<file path="src/hw/rtl/utf8d_pkg.sv">
package utf8d_pkg;

   localparam int unsigned ByteWidth = 8;
   localparam int unsigned CpWidth   = 21;
   localparam int unsigned QueueDepth = 3;

   localparam logic [CpWidth-1:0] REPLACEMENT_CP = 21'h00FFFD;
   localparam logic [CpWidth-1:0] CP_LIMIT       = 21'h110000;

   // One result item as it waits in the output queue.
   typedef struct packed {
      logic [CpWidth-1:0] code_point;
      logic               last_of_run;
   } rsp_item_type;

   // What one accepted byte produces: zero, one or two results, in order.
   typedef struct packed {
      logic [1:0]   count;
      rsp_item_type first;
      rsp_item_type second;
   } dec_out_type;

endpackage

</file>
<file path="src/hw/rtl/utf8d_core.sv">
module utf8d_core (
   input  logic                                 clock,
   input  logic                                 reset,
   input  logic                                 byte_accept,
   input  logic [utf8d_pkg::ByteWidth-1:0]      byte_data,
   output utf8d_pkg::dec_out_type               dec_out
);

   logic                                seq_pending_ff, seq_pending_in;
   logic [1:0]                          conts_left_ff, conts_left_in;
   logic [utf8d_pkg::CpWidth-1:0]       accum_value_ff, accum_value_in;

   logic                                is_cont;
   logic                                flush_bad;
   logic [utf8d_pkg::CpWidth-1:0]       flush_cp;
   logic                                byte_has_result;
   logic [utf8d_pkg::CpWidth-1:0]       byte_cp;

   assign is_cont   = (byte_data[7:6] == 2'b10);
   assign flush_bad = (conts_left_ff != 2'd0) || (accum_value_ff >= utf8d_pkg::CP_LIMIT);
   assign flush_cp  = flush_bad ? utf8d_pkg::REPLACEMENT_CP : accum_value_ff;

   always_comb begin
      byte_has_result = 1'b0;
      byte_cp         = utf8d_pkg::REPLACEMENT_CP;
      if (byte_data[7] == 1'b0) begin
         byte_has_result = 1'b1;
         byte_cp         = {{(utf8d_pkg::CpWidth-utf8d_pkg::ByteWidth){1'b0}}, byte_data};
      end else if (byte_data[7:3] == 5'b11111) begin
         byte_has_result = 1'b1;
      end
   end

   always_comb begin
      seq_pending_in = seq_pending_ff;
      conts_left_in  = conts_left_ff;
      accum_value_in = accum_value_ff;
      dec_out        = '0;
      dec_out.first.code_point  = utf8d_pkg::REPLACEMENT_CP;
      dec_out.second.code_point = utf8d_pkg::REPLACEMENT_CP;
      dec_out.second.last_of_run = 1'b1;
      if (is_cont) begin
         if (seq_pending_ff && (conts_left_ff != 2'd0)) begin
            accum_value_in = {accum_value_ff[utf8d_pkg::CpWidth-7:0], byte_data[5:0]};
            conts_left_in  = conts_left_ff - 2'd1;
         end else begin
            // A run that is already complete gets a replacement of its own
            // ahead of the one for the stray byte.
            dec_out.count = seq_pending_ff ? 2'd2 : 2'd1;
            dec_out.first.last_of_run = !seq_pending_ff;
            seq_pending_in = 1'b0;
            conts_left_in  = 2'd0;
            accum_value_in = '0;
         end
      end else begin
         dec_out.count = {1'b0, seq_pending_ff} + {1'b0, byte_has_result};
         if (seq_pending_ff) begin
            dec_out.first.code_point  = flush_cp;
            dec_out.first.last_of_run = !byte_has_result;
            dec_out.second.code_point = byte_cp;
         end else begin
            dec_out.first.code_point  = byte_cp;
            dec_out.first.last_of_run = 1'b1;
         end
         seq_pending_in = 1'b0;
         conts_left_in  = 2'd0;
         accum_value_in = '0;
         if (!byte_has_result) begin
            seq_pending_in = 1'b1;
            priority if (byte_data[7:4] == 4'b1111) begin
               conts_left_in  = 2'd3;
               accum_value_in = {{(utf8d_pkg::CpWidth-3){1'b0}}, byte_data[2:0]};
            end else if (byte_data[7:5] == 3'b111) begin
               conts_left_in  = 2'd2;
               accum_value_in = {{(utf8d_pkg::CpWidth-4){1'b0}}, byte_data[3:0]};
            end else begin
               conts_left_in  = 2'd1;
               accum_value_in = {{(utf8d_pkg::CpWidth-5){1'b0}}, byte_data[4:0]};
            end
         end
      end
   end

   always_ff @(posedge clock) begin
      if (reset) begin
         seq_pending_ff <= 1'b0;
         conts_left_ff  <= 2'd0;
         accum_value_ff <= '0;
      end else if (byte_accept) begin
         seq_pending_ff <= seq_pending_in;
         conts_left_ff  <= conts_left_in;
         accum_value_ff <= accum_value_in;
      end
   end

endmodule

</file>
<file path="src/hw/rtl/utf8d_outq.sv">
module utf8d_outq (
   input  logic                        clock,
   input  logic                        reset,
   input  logic                        push,
   input  utf8d_pkg::dec_out_type      push_data,
   input  logic                        pop,
   output logic                        head_valid,
   output utf8d_pkg::rsp_item_type     head_item,
   output logic                        has_room
);

   utf8d_pkg::rsp_item_type entry_ff [utf8d_pkg::QueueDepth];
   utf8d_pkg::rsp_item_type entry_in [utf8d_pkg::QueueDepth];
   logic [1:0]              count_ff, count_in;
   logic [1:0]              base;
   logic [1:0]              push_count;

   assign head_valid = (count_ff != 2'd0);
   assign head_item  = entry_ff[0];
   // Room for the worst case of two results, whether or not the head leaves.
   assign has_room   = (count_ff <= 2'd1);

   assign push_count = push ? push_data.count : 2'd0;
   assign base       = count_ff - {1'b0, pop};
   assign count_in   = base + push_count;

   always_comb begin
      for (int i = 0; i < utf8d_pkg::QueueDepth; i++) begin
         if (pop && (i < utf8d_pkg::QueueDepth - 1)) begin
            entry_in[i] = entry_ff[i+1];
         end else begin
            entry_in[i] = entry_ff[i];
         end
         if ((push_count != 2'd0) && (base == 2'(i))) begin
            entry_in[i] = push_data.first;
         end
         if ((push_count == 2'd2) && ((base + 2'd1) == 2'(i))) begin
            entry_in[i] = push_data.second;
         end
      end
   end

   always_ff @(posedge clock) begin
      if (reset) begin
         count_ff <= 2'd0;
      end else begin
         count_ff <= count_in;
      end
   end

   always_ff @(posedge clock) begin
      for (int i = 0; i < utf8d_pkg::QueueDepth; i++) begin
         entry_ff[i] <= entry_in[i];
      end
   end

endmodule

</file>
<file path="src/hw/rtl/utf8_stream_decoder.sv">
// Channel    Direction  Signals                          Contents
// req        in         req_tvalid/tready/tdata[7:0]     in_byte
// rsp        out        rsp_tvalid/tready/tdata[23:0]    code_point, zero fill
//                       rsp_tlast                        last_of_run
//
// A byte is decoded in the cycle of its transfer; its results sit in a
// three-entry output queue and can leave on the next cycle.
// One byte per cycle is taken while at most one result waits; a byte that
// yields two results then stalls req until at most one result waits.
// Reset clears the open sequence and empties the queue.
// A stall on rsp holds req_tready low once two results are waiting.
module utf8_stream_decoder (
   input  logic        clock,
   input  logic        reset,
   input  logic        req_tvalid,
   output logic        req_tready,
   input  logic [7:0]  req_tdata,   // [7:0] in_byte
   output logic        rsp_tvalid,
   input  logic        rsp_tready,
   output logic [23:0] rsp_tdata,   // [20:0] code_point, [23:21] zero
   output logic        rsp_tlast    // last_of_run
);

   logic                    byte_accept;
   logic                    has_room;
   utf8d_pkg::dec_out_type  dec_out;
   utf8d_pkg::rsp_item_type head_item;

   assign req_tready  = has_room;
   assign byte_accept = req_tvalid && has_room;

   utf8d_core u_core (
      .clock       (clock),
      .reset       (reset),
      .byte_accept (byte_accept),
      .byte_data   (req_tdata),
      .dec_out     (dec_out)
   );

   utf8d_outq u_outq (
      .clock      (clock),
      .reset      (reset),
      .push       (byte_accept),
      .push_data  (dec_out),
      .pop        (rsp_tvalid && rsp_tready),
      .head_valid (rsp_tvalid),
      .head_item  (head_item),
      .has_room   (has_room)
   );

   assign rsp_tdata = {3'b000, head_item.code_point};
   assign rsp_tlast = head_item.last_of_run;

endmodule

</file>
<file path="config.mk">
export PLATFORM = sky130hd
export DESIGN_NAME = utf8_stream_decoder
export DESIGN_NICKNAME = d
export VERILOG_FILES = /design/src/hw/rtl/utf8d_pkg.sv /design/src/hw/rtl/utf8d_core.sv /design/src/hw/rtl/utf8d_outq.sv /design/src/hw/rtl/utf8_stream_decoder.sv
export SDC_FILE = /design/constraint.sdc
export NUM_CORES = 1
export LEC_CHECK = 0
export BUFFER_PORTS_ARGS = -buffer_cell sky130_fd_sc_hd__buf_4
export CORE_MARGIN = 2
export CORE_UTILIZATION = 35
export CTS_CLUSTER_DIAMETER = 60
export DETAILED_ROUTE_END_ITERATION = 10
export RECOVER_POWER = 25
export SLEW_MARGIN = 30
export SYNTH_ARGS = -nofsm -noshare
export SYNTH_HDL_FRONTEND = slang
export SYNTH_HIERARCHICAL = 1
export SYNTH_SLANG_ARGS = --single-unit
</file>
<file path="constraint.sdc">
create_clock -name clock -period 10.9 [get_ports clock]
set_input_delay 2.18 -clock clock [delete_from_list [all_inputs] [get_ports clock]]
set_output_delay 2.18 -clock clock [all_outputs]
set_load 0.02 [all_outputs]
</file>
==> out/qor.yml, run 1 <==
status: "completed"
synthXorXnorAreaFrac: 0.00847
finalSetupTns_ns: 0
first_iter_violations: 554
vdd_drop_max_mv: 0.169
ios: 39
synth_cells: 584
layout_common_cells: "edfxtp_1 (66), a31oi_1 (51), o31ai_1 (45), nand4_1 (44), nand2b_1 (32)"
hpwl_um: 8760
die_area_um2: 17100
instances_no_fill: 759
crit_path_start_kind: "input port"
cp_max_fo: 23
clockRootBuffer: "clkbuf_16"
fin_worst_skew_ns: 0.00529
htreeDepth: 3
cts_hold_buffers: 0
synth-seq-area-share: 0.446
postSynth.asyncResetShare: 0
drtAntennaViolNets: 0
cts_tree: "done"
first_global_vias: 3987
holdCritPathClass: "reg2reg"
drt_pass1_iterations: 6
grt_usage: 0.159
cts_buffer_depth: 2
port_buffers: 35
dieWidth_um: 131
synth_top_family_by_area: "simple AND/OR/NAND/NOR gates"
ys.flop_type: "edfxtp_1"
maxCapViolCount: 0
grt_overflow: 0
pwr_density_cell_nw_per_um2: 239
synth_warnings: 6
synth-adder-area-share: 0.0111
synth-edff-count: 66
crit_required_ns: 10.87
avgSynthCellArea_um2: 9.61
fp.dieH_um: 131
synth_compound_area_frac: 0.170
syn_area_um2: 5610
finalHoldViolCount: 0
final_nets: 555
period_minus_slack_ns: 5.91
synth_mux_area_frac: 0.0459
grt_pass1_wl_um: 21300
finalMaxSlewViolations: 0
crit_type: "in2reg"
drt-vias-per-instance: 5.81
maxSlewHeadroom: 0.347
core_area_um2: 15800
drive_gt1_frac: 0.0847
grt_antenna_before_repair: 0
wire_per_inst_um: 17.6
arrival_ns: 5.88
final_util: 0.373
core.rowCount: 46
cts_made_buffers: 9
ys_ff_latch: 92
cts_resized: 0
grt_max_degree: 101
gp_congestion: 0.845
ys_types: 52
final-setup-viol-count: 0
finalCritPeriodShare: 0.542
antenna_cells: 0
tightest_slew_ns: 0.976
drc: 0
clk_pin_slew_ns: 0.06
worstSkewPairLatency_ns: 0.35
cts_setup_buffers: 0
yosys.area_share.simple: 0.204
fmax_mhz: 169
layout_commonest_cell: "edfxtp_1"
clock-sinks: 92
power_leakage_nw: 1.80
routed_wl_um: 13400
syn_to_final_growth_pct: 4.81
cp-end-kind: "flip-flop"
holdWs_ns: 0.481
floorplan.initialDensity: 0.356
vias: 4406
rsz0062_at_grt: "false"
place_inst: 743
[stage by stage]
stage / total power (W) / worst slack (ns) / cell area [um2]
finish: 0.00140 / 4.99 / 5880
global placement: 0.00110 / 4.86 / 5660
global route: 0.00148 / 4.73 / 5880
CTS: 0.00143 / 5.08 / 5950
detailed placement: 0.00112 / 4.69 / 5670
floorplan: 0.00101 / 5.65 / 5640
[cells in the mapped netlist (all sizes together), types with 5 or more instances]
master | number | share of area
edfxtp | 66 | 0.35
buf | 61 | 0.076
a31oi | 52 | 0.061
o31ai | 45 | 0.060
nand4 | 44 | 0.049
clkbuf | 42 | 0.028
nand2b | 32 | 0.036
dfxtp | 26 | 0.093
nand2 | 25 | 0.017
mux2 | 22 | 0.044
nor3 | 22 | 0.020
nor4 | 22 | 0.025
nand3 | 20 | 0.018
a21oi | 17 | 0.015
inv | 13 | 0.0087
o21ai | 13 | 0.012
nor2 | 10 | 0.0067
and3 | 5 | 0.0056
ha | 5 | 0.011
nand3b | 5 | 0.0067
[final cells by class]
class / instances / area, um2
Tap cell: 216 / 270
Clock buffer: 10 / 229
Timing Repair Buffer: 40 / 218
Multi-Input combinational cell: 382 / 2560
Fill cell: 1614 / 9890
Clock inverter: 6 / 55.1
Inverter: 13 / 51.3
Sequential cell: 92 / 2500
[metal layers]
layer / vias up / share of wire / track usage / wire (um)
met4: 0 / 0.011 / 0.0382 / 144
met1: 2085 / 0.47 / 0.237 / 6320
met3: 14 / 0.10 / 0.0464 / 1370
met5: - / 0 / 0 / 0
met2: 208 / 0.41 / 0.226 / 5540
li1: 2099 / - / - / -
[critical path, cell delays in order]
cell and delay, ns:
buf_4 0.11, nand3_1 0.15, o21ai_0 0.29, ha_1 0.29, nand2_1 0.06, o21ai_0 0.28, nand3b_1 0.78, or3_1 0.90
nand2_1 0.82
[kinds of logic (layout without fill, tap and decap cells)]
| kind of cell | Yosys count | count (layout) |
|---|---|---|
| compound gates | 142 | 142 |
| xor+xnor | 3 | 3 |
| fa+ha+maj | 5 | 5 |
| buf+inv | 116 | 69 |
| flops | 92 | 92 |
| mux | 23 | 23 |
| other cells | 3 | 9 |
| simple gates | 200 | 200 |
[state kept, by name, summed over array words and instances (netlist names)]
signal                 flops
u_core/accum_value_ff     21
u_core/conts_left_ff       2
u_outq/entry_ff           66
u_core/seq_pending_ff      1
u_outq/count_ff            2
[path summary, 6_finish.rpt]
check / end / from / cells after the start / slack [ns]
worst min register to register: u_core/conts_left_ff[0] / u_core/conts_left_ff[0] / 2 / 0.48
worst max register to register: u_outq/entry_ff[0][38] / u_core/conts_left_ff[0] / 7 / 6.37
worst min-delay path: u_core/conts_left_ff[0] / u_core/conts_left_ff[0] / 2 / 0.48
worst max-delay path: u_outq/entry_ff[0][38] / req_tdata[4] / 9 / 4.99
[power breakdown]
part	leakage (nW)	internal, W	switching, W
combinational	0.839	0.000147	0.000433
sequential	0.824	0.000496	0.0000268
clock	0.133	0.000175	0.000126
total	1.80	0.000818	0.000585
Power figures use the tool's default switching activity.
==> run 2: changes to the inputs <==
- clock period: 10.9 -> 6.2 ns (I/O delays scaled with it)
==> run 2 against run 1 <==
Worst hold slack got worse by 0.015 ns; sequential cell count unchanged; worst setup slack got worse by 3.3 ns; core utilization increased by 0.17 points; via count increased by 1.7%; sequential share of layout area decreased by 0.19 points; combinational power increased by 76%; critical endpoint is now u_outq/entry_ff[0][7]; global-route usage increased by 0.28 points; final area increased by 0.45%; non-clock buffer count increased by 1; routed wire length increased by 0.75%; register-to-register slack got worse by 4.5 ns.
==> out/qor.yml, run 2 (synthesis gave the netlist of run 1 again) <==
reg2reg_depth: 7  # unchanged
maxCapViolCount: 0  # unchanged
final_nets: 556  # was 555
first_iter_violations: 483  # was 554
htreeDepth: 3  # unchanged
drc: 0  # unchanged
status: "completed"  # unchanged
switching_share: 0.410  # was 0.417
grt_pass1_wl_um: 21500  # was 21300 um
crit_path_start_kind: "input port"  # unchanged
cts_hold_buffers: 0  # unchanged
slowest_delay_ns: 0.96  # was 0.90 ns
grt_max_degree: 100  # was 101
cp_max_fo: 33  # was 23
first_global_vias: 3993  # was 3987
cp-end-kind: "flip-flop"  # unchanged
floorplan.initialDensity: 0.356  # unchanged
finalSetupTns_ns: 0  # unchanged
instances_no_fill: 760  # was 759
p_comb_frac: 0.406  # was 0.413
place_inst: 744  # was 743
port_buffers: 35  # unchanged
core.rowCount: 46  # unchanged
largest_reg_flops: 66  # unchanged
worstSkewPairLatency_ns: 0.35  # about the same
drtAntennaViolNets: 0  # unchanged
finalCritPeriodShare: 0.726
ios: 39  # unchanged
grt_usage: 0.162  # was 0.159
top_regs: "u_outq/entry_ff (66), u_core/accum_value_ff (21)"  # unchanged
largest-register: "u_outq/entry_ff"  # unchanged
vias: 4480  # was 4406
period_minus_slack_ns: 4.50
cts_tree: "done"  # unchanged
cts_made_buffers: 9  # unchanged
path_cells: "buf_4 > and2_1 > ha_1 > xor2_4 > nand3_1 > nand2_1"  # was buf_4 > nand3_1 > o21ai_0 > ha_1 > nand2_1 > o21ai_0 > nand3b_1 > or3_1 > nand2_1
holdPathEnd: "u_core/accum_value_ff[15]"  # was u_core/conts_left_ff[0]
p_switching_w: 0.00103  # was 0.000585 W
finalMaxSlewViolations: 0  # unchanged
layout_commonest_cell: "edfxtp_1"  # unchanged
finalHoldViolCount: 0  # unchanged
layout_common_cells: "edfxtp_1 (66), a31oi_1 (51), o31ai_1 (45), nand4_1 (44), nand2b_1 (32)"  # unchanged
cts_resized: 0  # unchanged
die_area_um2: 17100  # unchanged
dp_worst_setup_slack_ns: 1.33  # was 4.69 ns
clockRootBuffer: "clkbuf_16"  # unchanged
vdd_drop_max_mv: 0.195  # was 0.169 mV
fp.dieH_um: 131  # unchanged
clk_pin_slew_ns: 0.06  # about the same
power_leakage_nw: 1.82  # was 1.80 nW
hpwl_um: 9150  # was 8760 um
clock-sinks: 92  # unchanged
grt_overflow: 0  # unchanged
arrival_ns: 4.47  # was 5.88 ns
r2r_setup_slack_ns: 1.90  # was 6.37 ns
reg2reg_to: "u_outq/entry_ff[0][7]"  # was u_outq/entry_ff[0][38]
core_area_um2: 15800  # unchanged
fmax_mhz: 222
pwr_density_cell_nw_per_um2: 425  # was 239 nW/um2
crit_required_ns: 6.17  # was 10.87 ns
tightest_slew_ns: 0.934  # was 0.976 ns
hp-start: "u_core/accum_value_ff[15]"  # was u_core/conts_left_ff[0]
maxSlewHeadroom: 0.378  # was 0.347
antenna_cells: 0  # unchanged
drt-vias-per-instance: 5.89  # was 5.81
power_frac_clock: 0.226  # was 0.214
holdCritPathClass: "reg2reg"  # unchanged
wire_per_inst_um: 17.7  # was 17.6 um
cpMaxStageDelayCell: "nand2_1"  # was or3_1
syn_to_final_growth_pct: 5.28  # was 4.81%
cts_buffer_depth: 2  # unchanged
seqPwrFrac: 0.367  # was 0.373
r2r-start: "u_outq/count_ff[1]"  # was u_core/conts_left_ff[0]
final-setup-viol-count: 0  # unchanged
gp_congestion: 0.898  # was 0.845
setup_slack_ns: 1.70  # was 4.99 ns
drive_gt1_frac: 0.0846  # was 0.0847
cts_setup_buffers: 0  # unchanged
drt_pass1_iterations: 6  # unchanged
rsz0062_at_grt: "false"  # unchanged
holdPathStages: 2  # unchanged
grt_antenna_before_repair: 0  # unchanged
fin_worst_skew_ns: 0.00702  # was 0.00529 ns
crit_type: "in2reg"  # unchanged
dieWidth_um: 131  # unchanged
routed_wl_um: 13500  # was 13400 um
p_int_w: 0.00148  # was 0.000818 W
run 2: changes by cell type in the layout (fill, tap and decap cells not counted):
cell and delta:
clkinv_1 -1, clkinv_2 +2, inv_4 -1, buf_4 +1
nand2_2 -1, and2_2 -1, nand2_1 +1, clkinvlp_4 -1
bufinv_16 +1, and2_0 +1
run 2: metrics by stage:
stage,utilization,instance area (um2),power (W),hold WS (ns)
2_1_floorplan,-,5640,0.00178,0.441
3_3_place_gp,0.359,5670,0.00195,0.453
3_5_place_dp,0.360,5680,0.00198,0.460
4_1_cts,0.380,5990,0.00256,0.471
5_1_grt,0.375,5910,0.00266,0.500
6_report,0.375,5910,0.00251,0.465
run 2: power groups by stage:
stage | registers (W) | clock network (W) | logic, W
floorplan | 0.000910 | 0 | 0.000867
global placement | 0.000933 | 0 | 0.00102
detailed placement | 0.000938 | 0 | 0.00105
CTS | 0.000925 | 0.000582 | 0.00105
global route | 0.000937 | 0.000611 | 0.00111
finish | 0.000922 | 0.000568 | 0.00102
run 2: layer usage:
layer | share of wire | global-route usage
met1 | 0.47 | 0.233
met2 | 0.42 | 0.236
met3 | 0.087 | 0.0428
met4 | 0.019 | 0.0544
met5 | 0 | 0
run 2: critical path, delay by kind of cell:
| kind | cells | cell delay, ns |
|---|---|---|
| xor gates and xnor gates | 1 | 0.78 |
| adders and majority gates | 1 | 0.38 |
| buffers and inverters | 1 | 0.07 |
| and+or+nand+nor | 3 | 1.97 |
run 2: how the worst max path moves through the flow:
stage / from / slack [ns] / end / cells past startpoint
4_1_cts: req_tdata[4] / 1.69 / u_outq/entry_ff[0][5] / 9
3_3_place_gp: rsp_tready / 1.52 / u_outq/entry_ff[0][10] / 6
5_1_grt: rsp_tready / 1.44 / u_outq/entry_ff[0][12] / 6
2_1_floorplan: req_tdata[6] / 1.89 / u_outq/entry_ff[0][44] / 7
3_5_place_dp: req_tdata[4] / 1.33 / u_outq/entry_ff[0][5] / 9
6_report: rsp_tready / 1.70 / u_outq/entry_ff[0][7] / 6
run 2: area by class of cell:
class                           instances  area, um2
Clock buffer                           10        229
Clock inverter                          6       78.8
Fill cell                            1619       9860
Inverter                               13       50.0
Multi-Input combinational cell        382       2550
Sequential cell                        92       2500
Tap cell                              216        270
Timing Repair Buffer                   41        225
